### config.mk
export PLATFORM = sky130hd
export DESIGN_NAME = ipc_frame_header_checker_top_flat
export DESIGN_NICKNAME = d
export VERILOG_FILES = /design/src/sv/ifhc_pkg.sv /design/src/sv/ifhc_channels.sv /design/src/sv/ifhc_hdr_check.sv /design/src/sv/ifhc_frame_fsm.sv /design/src/sv/ifhc_out_stage.sv /design/src/sv/ipc_frame_header_checker_top.sv /design/src/flat_wrapper.sv
export SDC_FILE = /design/constraint.sdc
export NUM_CORES = 1
export LEC_CHECK = 0
export ABC_AREA = 1
export BUFFER_PORTS_ARGS = -buffer_cell sky130_fd_sc_hd__buf_2
export CAP_MARGIN = 10
export CORE_UTILIZATION = 30
export DETAILED_ROUTE_END_ITERATION = 12
export PLACE_DENSITY = 0.56
export SYNTH_ARGS = -nofsm -noshare
export SYNTH_HDL_FRONTEND = slang
export SYNTH_SLANG_ARGS = --single-unit
### constraint.sdc
create_clock -name clk -period 4.4 [get_ports clk]
set_clock_uncertainty 0.1 [all_clocks]
set_input_delay 0.88 -clock clk [delete_from_list [all_inputs] [get_ports clk]]
set_output_delay 0.88 -clock clk [all_outputs]
set_load 0.02 [all_outputs]
### src/sv/ifhc_pkg.sv
`timescale 1ns / 1ps
// ----------------------------------------------------------------------------
// ifhc_pkg
// Shared types and constants of the frame header checker: header layout,
// status codes and the per-byte header check result.
// ----------------------------------------------------------------------------
package ifhc_pkg;

    // Header layout
    localparam int HEADER_BYTES = 12;
    localparam int HDR_POS_W    = $clog2(HEADER_BYTES);
    localparam int VERSION_POS  = 4;
    localparam int TYPE_POS     = 5;
    localparam int RSV_POS      = 6;
    localparam int LEN_POS      = 8;

    // Field widths
    localparam int LEN_W = 25;

    // Constants
    localparam logic [7:0] VERSION_ONE  = 8'h01;
    localparam logic [7:0] TYPE_REQUEST = 8'h01;
    localparam logic [LEN_W-1:0] MAX_PAYLOAD_RESET = 25'd16777216;

    // Result status codes
    typedef enum logic [2:0] {
        ST_DATA     = 3'd0,
        ST_MAGIC    = 3'd1,
        ST_VERSION  = 3'd2,
        ST_TYPE     = 3'd3,
        ST_RESERVED = 3'd4,
        ST_EMPTY    = 3'd5,
        ST_LARGE    = 3'd6,
        ST_EXTRA    = 3'd7
    } status_t;

    // Magic word, one byte per header position 0..3
    function automatic logic [7:0] magic_byte(input logic [1:0] idx);
        logic [7:0] b;
        case (idx)
            2'd0:    b = 8'h59;
            2'd1:    b = 8'h49;
            2'd2:    b = 8'h33;
            default: b = 8'h44;
        endcase
        return b;
    endfunction

    // Outcome of checking one header byte
    typedef struct packed {
        status_t          fault;      // first fault so far, ST_DATA if none
        logic [23:0]      len_acc;    // length bytes collected so far
        logic [LEN_W-1:0] frame_len;  // payload length, valid on the last byte
    } hdr_step_t;

    // One result item
    typedef struct packed {
        logic       valid;
        status_t    status;
        logic [7:0] payload_byte;
        logic       is_last;
    } result_t;

endpackage

### src/sv/ifhc_channels.sv
`timescale 1ns / 1ps
// ----------------------------------------------------------------------------
// ifhc channels
// Valid/ready channels: received bytes in, result items out.
// ----------------------------------------------------------------------------
interface ifhc_in_if;
    logic       valid;
    logic       ready;
    logic       action;
    logic [7:0] rx_byte;

    modport source (output valid, output action, output rx_byte, input ready);
    modport sink   (input valid, input action, input rx_byte, output ready);
endinterface

interface ifhc_out_if;
    logic       valid;
    logic       ready;
    logic [2:0] status;
    logic [7:0] payload_byte;
    logic       is_last;

    modport source (output valid, output status, output payload_byte, output is_last,
                    input ready);
    modport sink   (input valid, input status, input payload_byte, input is_last,
                    output ready);
endinterface

### src/sv/ifhc_hdr_check.sv
`timescale 1ns / 1ps
// ----------------------------------------------------------------------------
// ifhc_hdr_check
// Checks one header byte at its position, keeps the first fault and
// collects the big-endian length; on the last byte it checks the length.
// ----------------------------------------------------------------------------
module ifhc_hdr_check (
    input  logic [ifhc_pkg::HDR_POS_W-1:0] pos,
    input  logic [7:0]                     rx_byte,
    input  ifhc_pkg::status_t              fault_in,
    input  logic [23:0]                    len_in,
    input  logic [ifhc_pkg::LEN_W-1:0]     max_payload,
    output ifhc_pkg::hdr_step_t            step
);

    ifhc_pkg::status_t byte_fault;
    ifhc_pkg::status_t prior;
    logic [31:0]       len_full;

    // fault of this byte alone
    always_comb
    begin
        byte_fault = ifhc_pkg::ST_DATA;
        if (pos < ifhc_pkg::HDR_POS_W'(ifhc_pkg::VERSION_POS))
        begin
            if (rx_byte != ifhc_pkg::magic_byte(pos[1:0]))
                byte_fault = ifhc_pkg::ST_MAGIC;
        end
        else if (pos == ifhc_pkg::HDR_POS_W'(ifhc_pkg::VERSION_POS))
        begin
            if (rx_byte != ifhc_pkg::VERSION_ONE)
                byte_fault = ifhc_pkg::ST_VERSION;
        end
        else if (pos == ifhc_pkg::HDR_POS_W'(ifhc_pkg::TYPE_POS))
        begin
            if (rx_byte != ifhc_pkg::TYPE_REQUEST)
                byte_fault = ifhc_pkg::ST_TYPE;
        end
        else if (pos < ifhc_pkg::HDR_POS_W'(ifhc_pkg::LEN_POS))
        begin
            if (rx_byte != 8'd0)
                byte_fault = ifhc_pkg::ST_RESERVED;
        end
    end

    // first fault wins; a new header starts clean
    assign prior    = (pos == '0) ? ifhc_pkg::ST_DATA : fault_in;
    assign len_full = {len_in, rx_byte};

    always_comb
    begin
        step.fault     = (prior != ifhc_pkg::ST_DATA) ? prior : byte_fault;
        step.len_acc   = len_in;
        step.frame_len = len_full[ifhc_pkg::LEN_W-1:0];
        if (pos == ifhc_pkg::HDR_POS_W'(ifhc_pkg::LEN_POS))
            step.len_acc = {16'd0, rx_byte};
        else if (pos > ifhc_pkg::HDR_POS_W'(ifhc_pkg::LEN_POS))
            step.len_acc = {len_in[15:0], rx_byte};
        // length checks on the last header byte
        if (pos == ifhc_pkg::HDR_POS_W'(ifhc_pkg::HEADER_BYTES - 1)
            && step.fault == ifhc_pkg::ST_DATA)
        begin
            if (len_full == 32'd0)
                step.fault = ifhc_pkg::ST_EMPTY;
            else if (len_full > {7'd0, max_payload})
                step.fault = ifhc_pkg::ST_LARGE;
        end
    end

endmodule

### src/sv/ifhc_frame_fsm.sv
`timescale 1ns / 1ps
// ----------------------------------------------------------------------------
// ifhc_frame_fsm
// Frame parser: header collection, payload count, frame end and drop
// phases; holds the length limit register and forms at most one result per byte.
// ----------------------------------------------------------------------------
module ifhc_frame_fsm (
    input  logic                           clk,
    input  logic                           rst_n,
    input  logic                           cfg_we,
    input  logic [ifhc_pkg::LEN_W-1:0]     cfg_wdata,
    input  logic                           accept,
    input  logic                           action,
    input  logic [7:0]                     rx_byte,
    output ifhc_pkg::result_t              result
);

    typedef enum logic [1:0] {
        PH_HEADER  = 2'd0,
        PH_PAYLOAD = 2'd1,
        PH_DONE    = 2'd2,
        PH_DROP    = 2'd3
    } phase_t;

    localparam logic [ifhc_pkg::HDR_POS_W-1:0] LAST_POS =
        ifhc_pkg::HDR_POS_W'(ifhc_pkg::HEADER_BYTES - 1);

    phase_t                          phase_reg, phase_next;
    logic [ifhc_pkg::HDR_POS_W-1:0]  pos_reg, pos_next;
    logic [ifhc_pkg::LEN_W-1:0]      remain_reg, remain_next;
    logic [ifhc_pkg::LEN_W-1:0]      remain_dec;
    ifhc_pkg::status_t               fault_reg, fault_next;
    logic [23:0]                     len_reg, len_next;
    logic [ifhc_pkg::LEN_W-1:0]      max_reg;
    ifhc_pkg::hdr_step_t             step;

    // per-byte header check
    ifhc_hdr_check u_hdr_check (
        .pos         (pos_reg),
        .rx_byte     (rx_byte),
        .fault_in    (fault_reg),
        .len_in      (len_reg),
        .max_payload (max_reg),
        .step        (step)
    );

    assign remain_dec = (remain_reg != '0) ? remain_reg - 1'b1 : remain_reg;

    // next state and result for an accepted transaction
    always_comb
    begin
        phase_next          = phase_reg;
        pos_next            = pos_reg;
        remain_next         = remain_reg;
        fault_next          = fault_reg;
        len_next            = len_reg;
        result.valid        = 1'b0;
        result.status       = ifhc_pkg::ST_DATA;
        result.payload_byte = 8'd0;
        result.is_last      = 1'b0;
        if (accept)
        begin
            if (action)
            begin
                phase_next  = PH_HEADER;
                pos_next    = '0;
                remain_next = '0;
            end
            else
            begin
                case (phase_reg)
                    PH_HEADER:
                    begin
                        fault_next = step.fault;
                        len_next   = step.len_acc;
                        if (pos_reg == LAST_POS)
                        begin
                            pos_next = '0;
                            if (step.fault != ifhc_pkg::ST_DATA)
                            begin
                                phase_next    = PH_DROP;
                                result.valid  = 1'b1;
                                result.status = step.fault;
                            end
                            else
                            begin
                                phase_next  = PH_PAYLOAD;
                                remain_next = step.frame_len;
                            end
                        end
                        else
                            pos_next = pos_reg + 1'b1;
                    end
                    PH_PAYLOAD:
                    begin
                        remain_next         = remain_dec;
                        result.valid        = 1'b1;
                        result.payload_byte = rx_byte;
                        result.is_last      = (remain_dec == '0);
                        if (remain_dec == '0)
                            phase_next = PH_DONE;
                    end
                    PH_DONE:
                    begin
                        phase_next    = PH_DROP;
                        result.valid  = 1'b1;
                        result.status = ifhc_pkg::ST_EXTRA;
                    end
                    default:
                    begin
                        phase_next = PH_DROP;
                    end
                endcase
            end
        end
    end

    // state registers
    always_ff @(posedge clk or negedge rst_n)
    begin
        if (!rst_n)
        begin
            phase_reg  <= PH_HEADER;
            pos_reg    <= '0;
            remain_reg <= '0;
            fault_reg  <= ifhc_pkg::ST_DATA;
            max_reg    <= ifhc_pkg::MAX_PAYLOAD_RESET;
        end
        else
        begin
            phase_reg  <= phase_next;
            pos_reg    <= pos_next;
            remain_reg <= remain_next;
            fault_reg  <= fault_next;
            if (cfg_we)
                max_reg <= cfg_wdata;
        end
    end

    // length bytes, no reset needed
    always_ff @(posedge clk)
    begin
        len_reg <= len_next;
    end

    // checks
    a_pos_range: assert property (@(posedge clk) disable iff (!rst_n)
        pos_reg <= LAST_POS)
        else $error("header position out of range");

    a_payload_count: assert property (@(posedge clk) disable iff (!rst_n)
        phase_reg == PH_PAYLOAD |-> remain_reg != '0)
        else $error("payload phase with no bytes left");

    a_last_is_data: assert property (@(posedge clk) disable iff (!rst_n)
        result.valid && result.is_last |=> phase_reg == PH_DONE)
        else $error("last payload byte did not end the frame");

    a_error_drops: assert property (@(posedge clk) disable iff (!rst_n)
        result.valid && result.status != ifhc_pkg::ST_DATA |=> phase_reg == PH_DROP)
        else $error("error result without entering drop phase");

endmodule

### src/sv/ifhc_out_stage.sv
`timescale 1ns / 1ps
// ----------------------------------------------------------------------------
// ifhc_out_stage
// Result register: holds one result transaction until the sink takes it and
// gives upstream ready whenever a new result can be loaded.
// ----------------------------------------------------------------------------
module ifhc_out_stage (
    input  logic              clk,
    input  logic              rst_n,
    input  ifhc_pkg::result_t result,
    output logic              space,
    ifhc_out_if.source        results
);

    logic              valid_reg, valid_next;
    ifhc_pkg::result_t data_reg;

    // a slot is free when empty or draining this cycle
    assign space = !valid_reg || results.ready;

    always_comb
    begin
        valid_next = valid_reg;
        if (result.valid)
            valid_next = 1'b1;
        else if (results.ready)
            valid_next = 1'b0;
    end

    always_ff @(posedge clk or negedge rst_n)
    begin
        if (!rst_n)
            valid_reg <= 1'b0;
        else
            valid_reg <= valid_next;
    end

    // payload register, loaded only with a new result
    always_ff @(posedge clk)
    begin
        if (result.valid)
            data_reg <= result;
    end

    assign results.valid        = valid_reg;
    assign results.status       = data_reg.status;
    assign results.payload_byte = data_reg.payload_byte;
    assign results.is_last      = data_reg.is_last;

    // a result is never loaded over one that is still held
    a_no_overwrite: assert property (@(posedge clk) disable iff (!rst_n)
        result.valid |-> space)
        else $error("result loaded while output stalled");

endmodule

### src/sv/ipc_frame_header_checker_top.sv
`timescale 1ns / 1ps
// ----------------------------------------------------------------------------
// ipc_frame_header_checker_top
// Request frame header checker: collects and checks a 12-byte header, then
// passes payload bytes out, reporting the first header fault or extra data.
// ----------------------------------------------------------------------------
//  channel   kind          fields
//  bytes     valid/ready   action, rx_byte
//  results   valid/ready   status, payload_byte, is_last
//  cfg       write only    cfg_we, cfg_wdata (max_payload)
//
//  One byte transaction per cycle; a result appears in the cycle after its byte.
//  Throughput is set by the single result register: bytes are taken while it
//  is empty or being drained in the same cycle.
//  Reset (rst_n low) returns the parser to header collection and the length
//  limit to 16777216. A stalled result holds every byte back until it is
//  taken, header bytes that give no result included.
// ----------------------------------------------------------------------------
module ipc_frame_header_checker_top (
    input  logic                       clk,
    input  logic                       rst_n,
    input  logic                       cfg_we,
    input  logic [ifhc_pkg::LEN_W-1:0] cfg_wdata,
    ifhc_in_if.sink                    bytes,
    ifhc_out_if.source                 results
);

    logic              space;
    logic              accept;
    ifhc_pkg::result_t result;

    assign bytes.ready = space;
    assign accept      = bytes.valid && space;

    // parser
    ifhc_frame_fsm u_fsm (
        .clk       (clk),
        .rst_n     (rst_n),
        .cfg_we    (cfg_we),
        .cfg_wdata (cfg_wdata),
        .accept    (accept),
        .action    (bytes.action),
        .rx_byte   (bytes.rx_byte),
        .result    (result)
    );

    // result register
    ifhc_out_stage u_out (
        .clk     (clk),
        .rst_n   (rst_n),
        .result  (result),
        .space   (space),
        .results (results)
    );

endmodule
### src/flat_wrapper.sv
// flat-port wrapper written by rule: the top's interface ports become plain ports
module ipc_frame_header_checker_top_flat 
  (clk, rst_n, cfg_we, cfg_wdata, bytes_valid, bytes_action, bytes_rx_byte, bytes_ready, results_valid, results_status, results_payload_byte, results_is_last, results_ready);
  ifhc_in_if bytes_i ();
  ifhc_out_if results_i ();
  input  logic clk;
  input  logic rst_n;
  input  logic cfg_we;
  input  logic [ifhc_pkg::LEN_W-1:0] cfg_wdata;
  input wire logic [$bits(bytes_i.valid)-1:0] bytes_valid;
  input wire logic [$bits(bytes_i.action)-1:0] bytes_action;
  input wire logic [$bits(bytes_i.rx_byte)-1:0] bytes_rx_byte;
  output wire logic [$bits(bytes_i.ready)-1:0] bytes_ready;
  output wire logic [$bits(results_i.valid)-1:0] results_valid;
  output wire logic [$bits(results_i.status)-1:0] results_status;
  output wire logic [$bits(results_i.payload_byte)-1:0] results_payload_byte;
  output wire logic [$bits(results_i.is_last)-1:0] results_is_last;
  input wire logic [$bits(results_i.ready)-1:0] results_ready;
  assign bytes_i.valid = bytes_valid;
  assign bytes_i.action = bytes_action;
  assign bytes_i.rx_byte = bytes_rx_byte;
  assign bytes_ready = bytes_i.ready;
  assign results_valid = results_i.valid;
  assign results_status = results_i.status;
  assign results_payload_byte = results_i.payload_byte;
  assign results_is_last = results_i.is_last;
  assign results_i.ready = results_ready;
  ipc_frame_header_checker_top u_core (.clk(clk), .rst_n(rst_n), .cfg_we(cfg_we), .cfg_wdata(cfg_wdata), .bytes(bytes_i), .results(results_i));
endmodule
---- Yosys cells after proc, flatten, opt, wreduce, memory -nomap -nowiden ----
Index checks and enable logic that the tools add are counted.
cells by class
  $add $sub $neg .......................... 2
  magnitude comparators ................... 4
  equal/unequal tests ..................... 13
  multiplexer cells ....................... 39
  bitwise operators ....................... 3
  reductions and logical operators ........ 26
operators with widths
  cell                   number
  $mux 25                4
  $pmux 25 s2            1
  $gt 32x25->1           1
  $logic_not 32->1       1
  $mux 3                 10
  $mux 13                2
  $logic_not 25->1       1
  $reduce_bool 25->1     1
  $sub 25x1->25 const B  1
  $mux 24                1
  $pmux 7 s3             1
  $mux 4                 5
  $mux 8                 2
  $mux 2                 6
  $mux 9                 1
  $ne 3x3->1 const B     3
  $reduce_bool 3->1      3
  $eq 4x3->1 const B     2
  $eq 4x4->1 const B     2
  $ne 8x1->1 const B     1
  $ne 8x8->1             1
  $reduce_and 4->1       2
  $reduce_bool 8->1      1
  $pmux 3 s2             1
  21 further kinds       33
storage, ports and cells
  bits in registers ....................... 96
  input bits .............................. 39
  output and inout bits ................... 14
  logic and storage cells ................. 98

---- Logic depth before layout (Yosys ltp) ----
Gate-level depths: netlist of run 1.
  depth after elaboration ................. 17
  mapped depth ............................ 22
  depth with buffers taken out ............ 21

---- Cells and area by module ----
Synthesis of run 1 repeated with hierarchy kept, for this count alone.
unflattened totals
  cells, all modules ...................... 893
  area total of the unflattened synthesis .. 6658.9 µm²
modules (own cells, without submodules)
  module                        instances  cells an instance  area an instance (µm²)  sequential area each (µm²)
  ifhc_frame_fsm                1          534                4511.8                  2198.4
  ifhc_hdr_check                1          340                1734.2                  0.0
  ifhc_out_stage                1          17                 405.4                   385.4
  ipc_frame_header_checker_top  1          2                  7.5                     0.0

---- Worst setup path after synthesis of run 1 ----
No wires, ideal clock.
  kind .................................... input port to flip-flop
  from .................................... input port results_ready
  to ...................................... register u_core.u_fsm.len_reg[0] (enable)
  library setup time ...................... 405 ps
  arrival time ............................ 2823 ps
  required time ........................... 3895 ps
  path slack .............................. 1072 ps
  stages .................................. 8
  path buffers ............................ 0
  cell sequence ........................... inv_1 > nand2_1 > nand2_1 > nor2_1 > inv_1 > nor2_1 > inv_1 > nor2_1
on the way
  word-level cells in the longest chain between the ends .. 3
ends and longest elaborated chain
  element                     line                                source
  from (decl)                 flat_wrapper.sv:18                  input wire logic [$bits(results_i.ready)-1:0] results_ready;
  $logic_or 1x1->1            ifhc_out_stage.sv:19                assign space = !valid_reg || results.ready;
  named net bytes_ready       flat_wrapper.sv:13                  output wire logic [$bits(bytes_i.ready)-1:0] bytes_ready;
  $logic_and 1x1->1           ipc_frame_header_checker_top.sv:33  assign accept = bytes.valid && space;
  $reduce_and 4->1 (no line)  n/a
  to (signal assigned)        ifhc_frame_fsm.sv:143               len_reg <= len_next;
  to (decl)                   ifhc_frame_fsm.sv:33                logic [23:0] len_reg, len_next;
The timed path passes the listed nets, and every way through them passes these cells.
A chain may end at the register's enable or synchronous reset.

---- Worst setup path after layout of run 1 ----
  from .................................... register u_core.u_fsm.remain_reg[0] in the netlist's numbering
  to ...................................... register u_core.u_fsm.phase_reg[0]
on the way
  word-level cells in the longest chain between the ends .. 5
  elaborated cells between the ends (all ways) .. 6
ends and longest elaborated chain
  element                                              line                   source
  from (decl)                                          ifhc_frame_fsm.sv:30   logic [ifhc_pkg::LEN_W-1:0] remain_reg, remain_next;
  from (signal assigned)                               ifhc_frame_fsm.sv:133  remain_reg <= remain_next;
  $sub 25x1->25 or $reduce_bool 25->1 (tied branches)  ifhc_frame_fsm.sv:47   assign remain_dec = (remain_reg != '0) ? remain_reg - 1'b1 : remain_reg;
  $mux 25 (*)                                          ifhc_frame_fsm.sv:47
  $logic_not 25->1 (*)                                 ifhc_frame_fsm.sv:100  if (remain_dec == '0)
  $ne 3x3->1 (no line) (*)                             n/a
  $reduce_and 3->1 (no line) (*)                       n/a
  to (signal assigned)                                 ifhc_frame_fsm.sv:131  phase_reg <= phase_next;
  to (decl)                                            ifhc_frame_fsm.sv:28   phase_t phase_reg, phase_next;
Every way passes the cells marked *; elsewhere a longest branch is shown, timed or not.

==> impl_metrics.env, run 1 <==
export IMPL_core_sq_mm=0.0198
export IMPL_worstHoldStart="u_core.u_fsm.remain_reg[1]$_DFFE_PN0P_"
export IMPL_post_cts_resized=0
export IMPL_synth_top_cell_area_share=0.241
export IMPL_vias_per_cell=4.77
export IMPL_setup_tns_ns=0
export IMPL_synthMuxAreaShare=0.00183
export IMPL_path_class="reg -> reg"
export IMPL_grt_pass1_vias=5124
export IMPL_root_buffer="clkbuf_16"
export IMPL_synth_top_family_by_area="simple AND/OR/NAND/NOR gates"
export IMPL_synth_nets=897
export IMPL_ys_warn_count=0
export IMPL_synth_compound_area_frac=0.0864
export IMPL_place_gp_congestion=0.833
export IMPL_initial_core_util=0.310
export IMPL_cts_max_level=3
export IMPL_hold_path_class="reg -> reg"
export IMPL_path_clk_slew_ns=0.07
export IMPL_ys_seq_area_frac=0.421
export IMPL_rows=51
export IMPL_status="complete, no violations"
export IMPL_critPathMaxFanout=25
export IMPL_avgSynthCellArea_sq_um=7.45
export IMPL_die_w_microns=145
export IMPL_fmax_mhz=325
export IMPL_ctsHoldBuffers=0
export IMPL_reg2regPathDepth=15
export IMPL_synthDistinctLibCells=44
export IMPL_slew_viol_final=0
export IMPL_worstPathRequired_ns=4.50
export IMPL_leakagePower_uw=0.00353
export IMPL_routed_wl_microns=16300
export IMPL_synthAdderAreaFrac=0.0693
export IMPL_drt_iter0_drc=326
export IMPL_grt_first_pass_wirelength_microns=26700
export IMPL_async_flop_share=0.625
export IMPL_ios=53
export IMPL_ys_top_cells_by_count="239 x nand2_1, 122 x inv_1, 91 x nor2_1"
export IMPL_rr_endpoint="u_core.u_fsm.phase_reg[0]$_DFFE_PN0P_"
export IMPL_die_h_microns=145
export IMPL_yosysMostFrequentCell="nand2_1"
export IMPL_port_buffers=52
export IMPL_period_needed_ns=3.08
export IMPL_drive_above_1_share=0.111
export IMPL_grt_overflow=0
export IMPL_nNetsFinal=945
export IMPL_synth_xor_area_frac=0.00714
export IMPL_worst_pin_slew_ns=0.863
export IMPL_die_area_sq_mm=0.0210
export IMPL_cp_start_kind="flop"
export IMPL_syn_area_sq_mm=0.00614
export IMPL_clock_path_buffers=2
export IMPL_antenna_found_initial=0
export IMPL_maxSlewHeadroom=0.423
export IMPL_yosysTopAreaCell="dfrtp_1"
export IMPL_clk_latency_ns=0.36
export IMPL_diodes=0
export IMPL_final_area_sq_mm=0.00693
export IMPL_cp_data_arrival_time_ns=3.18
export IMPL_period_share=0.699
export IMPL_final_hold_viol_count=0
export IMPL_cp_end_kind="flop"
export IMPL_ys_ff_latch=96
export IMPL_drtAntennaViolNets=0
export IMPL_vias=5443
export IMPL_cts_tree="yes"
export IMPL_dpl_cell_area_sq_mm=0.00665
export IMPL_ys_top_cells_by_area="dfrtp_1 24%, edfxtp_1 18%, nand2_1 15%, inv_1 7.5%, ha_1 6.9%"
export IMPL_syn_inst=824
export IMPL_cts_sinks=96
export IMPL_hpwl_microns=12600
export IMPL_final_setup_viol_count=0
export IMPL_yosys_most_used_dff="dfrtp_1"
export IMPL_numCtsBuffers=9
export IMPL_hold_depth=2
export IMPL_drc=0
export IMPL_p_per_area_mw_per_mm2=562
export IMPL_drv_cap=0
export IMPL_ir_worst_vdd_mv=0.295
export IMPL_hold_end="u_core.u_fsm.remain_reg[1]$_DFFE_PN0P_"
export IMPL_post_cts_buffers=0
export IMPL_area_delta_synth_final_pct=13.0
export IMPL_r2r_start="u_core.u_fsm.remain_reg[0]$_DFFE_PN0P_"
export IMPL_synth_edf_count=36
export IMPL_rsz0062_at_grt="no"
export IMPL_wire_per_inst_microns=14.2
export IMPL_r2r_setup_slack_ns=1.32
export IMPL_synthSimpleGateAreaFrac=0.321
export IMPL_grtUsageTotal=0.162
export IMPL_grt_max_degree=50
export IMPL_drt_pass1_iterations=5
## worst max-delay path by stage
stage                                                       from                                    endpoint
after floorplan                                    results_ready           u_core.u_fsm.len_reg[0]$_DFFE_PP_
after global routing      u_core.u_fsm.remain_reg[0]$_DFFE_PN0P_       u_core.u_fsm.phase_reg[0]$_DFFE_PN0P_
after CTS                 u_core.u_fsm.remain_reg[0]$_DFFE_PN0P_  u_core.u_out.results.is_last$_SDFFCE_PP0P_
after detailed placement                        bytes_rx_byte[7]      u_core.u_fsm.remain_reg[9]$_DFFE_PN0P_
after global placement                          bytes_rx_byte[7]     u_core.u_fsm.remain_reg[12]$_DFFE_PN0P_
final                     u_core.u_fsm.remain_reg[0]$_DFFE_PN0P_       u_core.u_fsm.phase_reg[0]$_DFFE_PN0P_
## where the power goes
group          switching (uW)  internal, uW
Sequential                176          1090
Clock                     381           394
Combinational            1270           584
Total                    1820          2070
## worst max-delay path, cell delays in order, from the launching register on
cell	delay, ns
dfrtp_1	0.43
inv_1	0.20
ha_1	0.34
nand2_1	0.15
nor2_4	0.25
nand4_4	0.38
nand3_1	0.33
nand2_1	0.08
nor2_1	0.10
nand2_1	0.10
nor2_1	0.12
nand2_1	0.08
nand2_1	0.07
nand2_2	0.07
nand2_1	0.06
o21ai_0	0.07
## layer usage
layer / track usage / routed length, microns / up-vias
met1: 0.217 / 7720 / 2548
met5: 0 / 0 / -
met3: 0.0248 / 679 / 16
li1: - / - / 2771
met2: 0.262 / 7630 / 108
met4: 0.0585 / 232 / 0
## logic make-up (layout without fill, tap and decap cells)
family	after synthesis	in the layout
compound gates	90	90
xor+xnor	5	5
fa+ha+maj	34	34
buf+inv	142	195
flops	96	96
mux	1	1
simple gates	456	456
## placed cells by master (no fill, tap or decap), drive strengths merged, types with 2 or more instances in the layout
| cell | Yosys | final |
|---|---|---|
| inv | 123 | 127 |
| nand4 | 19 | 19 |
| nand3 | 78 | 78 |
| xor2 | 3 | 3 |
| nand2 | 244 | 244 |
| nor2 | 96 | 96 |
| a31oi | 4 | 4 |
| xnor2 | 2 | 2 |
| or2 | 4 | 4 |
| clkbuf | 10 | 9 |
| a21oi | 15 | 15 |
| nor3 | 12 | 12 |
| o21ai | 36 | 36 |
| clkinvlp | 0 | 3 |
| buf | 9 | 56 |
| o22ai | 25 | 25 |
| dfrtp | 59 | 59 |
| edfxtp | 36 | 36 |
| ha | 34 | 34 |
| a21o | 6 | 6 |
## stage by stage
step	utilization	hold WS (ns)	worst slack (ns)	total power [uW]	instances
finish	0.351	0.407	1.32	3900	1142
global route	0.351	0.449	0.977	4230	1142
CTS	0.351	0.407	1.32	3900	1142
detailed placement	0.336	0.390	1.10	3110	1126
global placement	0.336	0.387	1.11	3110	1126
floorplan	-	0.363	1.07	2670	824
## layout make-up
| type | instances | area, sq um |
|---|---|---|
| repair buffers | 56 | 290 |
| inverters | 123 | 462 |
| well taps | 265 | 332 |
| clock buffers | 9 | 225 |
| multi-input cells | 586 | 2980 |
| clock inverters | 7 | 60.1 |
| fillers | 2173 | 12800 |
| flip-flops and latches | 96 | 2580 |
No activity file was read; power rests on OpenSTA's default activity.
==> inputs of run 2 (changes only) <==
--- a/config.mk
+++ b/config.mk
@@ -5,7 +5,7 @@
 export SDC_FILE = /design/constraint.sdc
 export NUM_CORES = 1
 export LEC_CHECK = 0
-export ABC_AREA = 1
+export ABC_AREA = 0
 export BUFFER_PORTS_ARGS = -buffer_cell sky130_fd_sc_hd__buf_2
 export CAP_MARGIN = 10
 export CORE_UTILIZATION = 30
==> constraint.sdc (replaced) <==
create_clock -name clk -period 3.17 [get_ports clk]
set_clock_uncertainty 0.1 [all_clocks]
set_input_delay 0.634 -clock clk [delete_from_list [all_inputs] [get_ports clk]]
set_output_delay 0.634 -clock clk [all_outputs]
set_load 0.02 [all_outputs]
==> impl_metrics.env, run 2 <==
export IMPL_syn_inst=601
export IMPL_avgSynthCellArea_sq_um=9.40
export IMPL_grt_first_pass_wirelength_microns=27100
export IMPL_drt_iter0_drc=347
export IMPL_ys_seq_area_frac=0.457
export IMPL_ys_warn_count=0
export IMPL_die_h_microns=139
export IMPL_drc=2
export IMPL_synth_nets=674
export IMPL_critPathBufInv=2
export IMPL_ys_ff_latch=96
export IMPL_rsz0062_at_grt="yes"
export IMPL_hpwl_microns=13000
export IMPL_final_hold_viol_count=0
export IMPL_maxSlewHeadroom=0.287
export IMPL_layout_common_cells="93 x buf_4, 64 x nand2_1, 58 x dfrtp_1"
export IMPL_cts_max_level=3
export IMPL_antenna_found_initial=0
export IMPL_yosysMostFrequentCell="nand2_1"
export IMPL_drv_cap=0
export IMPL_drtAntennaViolNets=0
export IMPL_final_setup_viol_count=0
export IMPL_worstPathCellList="inv_1 -> ha_1 -> nand3_2 -> nor4_1 -> buf_4 -> mux2_2 -> a31oi_4 -> or4b_2 -> a21oi_1 -> o21a_1"
export IMPL_ir_worst_vdd_mv=0.308
export IMPL_drt_pass1_iterations=9
export IMPL_vias=5154
export IMPL_yosysTopAreaCell="dfrtp_1"
export IMPL_layout_commonest_cell="buf_4"
export IMPL_syn_area_sq_mm=0.00565
export IMPL_critPathSlowestCell="or4b_2"
export IMPL_numCtsBuffers=9
export IMPL_cts_tree="yes"
export IMPL_clk_latency_ns=0.36
export IMPL_grt_overflow=0
export IMPL_grt_pass1_vias=5107
export IMPL_cp_start_kind="flop"
export IMPL_grtUsageTotal=0.180
export IMPL_initial_core_util=0.310
export IMPL_cts_sinks=96
export IMPL_ys_top_cells_by_area="dfrtp_1 26%, edfxtp_1 19%, ha_1 7.5%, o21ai_0 5.3%, nand2_1 4.3%"
export IMPL_final_area_sq_mm=0.00734
export IMPL_hold_path_class="in -> async"
export IMPL_area_delta_synth_final_pct=29.9
export IMPL_dpl_cell_count=948
export IMPL_vias_per_cell=5.32
export IMPL_dpl_cell_area_sq_mm=0.00678
export IMPL_nNetsFinal=808
export IMPL_routed_wl_microns=17100
export IMPL_slew_viol_final=0
export IMPL_violations="DRC"
export IMPL_port_buffers=52
export IMPL_clock_path_buffers=2
export IMPL_status="complete, but fails checks"
export IMPL_ys_top_cells_by_count="65 x nand2_1, 60 x o21ai_0, 59 x dfrtp_1"
export IMPL_critPathMaxFanout=5
export IMPL_wire_per_inst_microns=17.6
export IMPL_grt_max_degree=61
export IMPL_leakagePower_uw=0.00319
export IMPL_fmax_mhz=328
export IMPL_cp_end_kind="flop"
export IMPL_p_per_area_mw_per_mm2=714
export IMPL_cpLargestDelayFamily="simple AND/OR/NAND/NOR gates"
export IMPL_root_buffer="clkbuf_16"
export IMPL_synthDistinctLibCells=60
export IMPL_path_clk_slew_ns=0.08
export IMPL_stdcell_count=969
export IMPL_period_share=0.962
export IMPL_core_sq_mm=0.0182
export IMPL_path_class="reg -> reg"
export IMPL_period_needed_ns=3.05
export IMPL_async_flop_share=0.625
export IMPL_fin_util=0.403
export IMPL_synth_edf_count=36
export IMPL_drive_above_1_share=0.282
export IMPL_rows=49
export IMPL_yosys_most_used_dff="dfrtp_1"
export IMPL_die_w_microns=139
export IMPL_ios=53
export IMPL_worstPathRequired_ns=3.29
export IMPL_die_area_sq_mm=0.0194
export IMPL_cpPeakStageDelay_ns=0.63
export IMPL_diodes=0
export IMPL_synth_top_cell_area_share=0.261
export IMPL_worst_pin_slew_ns=1.06
export IMPL_place_gp_congestion=0.851
export IMPL_cp_data_arrival_time_ns=3.17
export IMPL_ctsHoldBuffers=0
run 2: cell types whose count changed after synthesis, moves of 20 or more:
cell,delta
nand3_1,-66
nand2_1,-174
nor2_1,-50
inv_1,-84
o21ai_0,+26
o22ai_1,-25
nor4_1,+20
run 2: worst paths after layout:
check | from | end | slack, ns | cells after the start
worst max-delay path | u_core.u_fsm.max_reg[24]$_DFFE_PN1P_ | u_core.u_out.results.status[1]$_SDFFCE_PP0P_ | 0.12 | 10
worst min-delay path | rst_n | u_core.u_fsm.remain_reg[20]$_DFFE_PN0P_ | 0.35 | 2
worst max register to register | u_core.u_fsm.max_reg[24]$_DFFE_PN1P_ | u_core.u_out.results.status[1]$_SDFFCE_PP0P_ | 0.12 | 10
worst min register to register | u_core.u_out.results.valid$_DFFE_PN0P_ | u_core.u_out.results.valid$_DFFE_PN0P_ | 0.43 | 2
max in group asynchronous | rst_n | u_core.u_fsm.pos_reg[0]$_DFFE_PN0P_ | 2.02 | 2
min in group clk | cfg_wdata[15] | u_core.u_fsm.max_reg[15]$_DFFE_PN0P_ | 0.38 | 3
run 2: routing by layer:
metal	global-route usage	vias to the layer above	share of wire
met5	0	-	0
met4	0.0661	0	0.023
met3	0.0241	31	0.049
met2	0.297	151	0.48
met1	0.239	2477	0.45
li1	-	2495	-
run 2: kinds of logic after synthesis:
kind of cell / synth area share
mux: 0.00775
compound gates: 0.192
fa+ha+maj: 0.0753
buf+inv: 0.0427
flops: 0.457
simple gates: 0.216
xor+xnor: 0.00930
run 2: metrics by stage:
step / setup TNS, ns / setup slack (ns) / hold slack [ns] / total power (uW)
after floorplan: 0 / 0.171 / 0.238 / 2960
after global placement: -1.15 / -0.0883 / 0.414 / 3810
after detailed placement: -5.30 / -0.246 / 0.427 / 3820
after CTS: -0.00222 / -0.00222 / 0.378 / 4980
after global routing: -0.0695 / -0.0367 / 0.387 / 5570
final: 0 / 0.119 / 0.354 / 5240
run 2: power by group:
part,switching (uW),internal (uW),total [uW],leakage (uW)
Clock,539,615,1150,0.000150
Sequential,170,1480,1650,0.00109
Combinational,1400,1040,2440,0.00195
run 2: layout make-up:
cell class | instances | area, sq um
Fill cell | 1807 | 10900
Multi-Input combinational cell | 443 | 3040
Sequential cell | 96 | 2580
Timing Repair Buffer | 147 | 981
Tap cell | 229 | 287
Clock buffer | 11 | 264
Inverter | 38 | 143
Clock inverter | 5 | 42.5
run 2: repair_timing:
action	in CTS	in global routing
buffers inserted	0	5
pin swaps	0	14
gates resized for setup	5	39
setup endpoints to repair	31	33
run 2: worst reg2reg max path, stage by stage, from the launching register on:
cell,delay (ns)
dfstp_2,0.52
inv_1,0.04
ha_1,0.30
nand3_2,0.12
nor4_1,0.19
buf_4,0.16
mux2_2,0.35
a31oi_4,0.20
or4b_2,0.63
a21oi_1,0.17
o21a_1,0.13
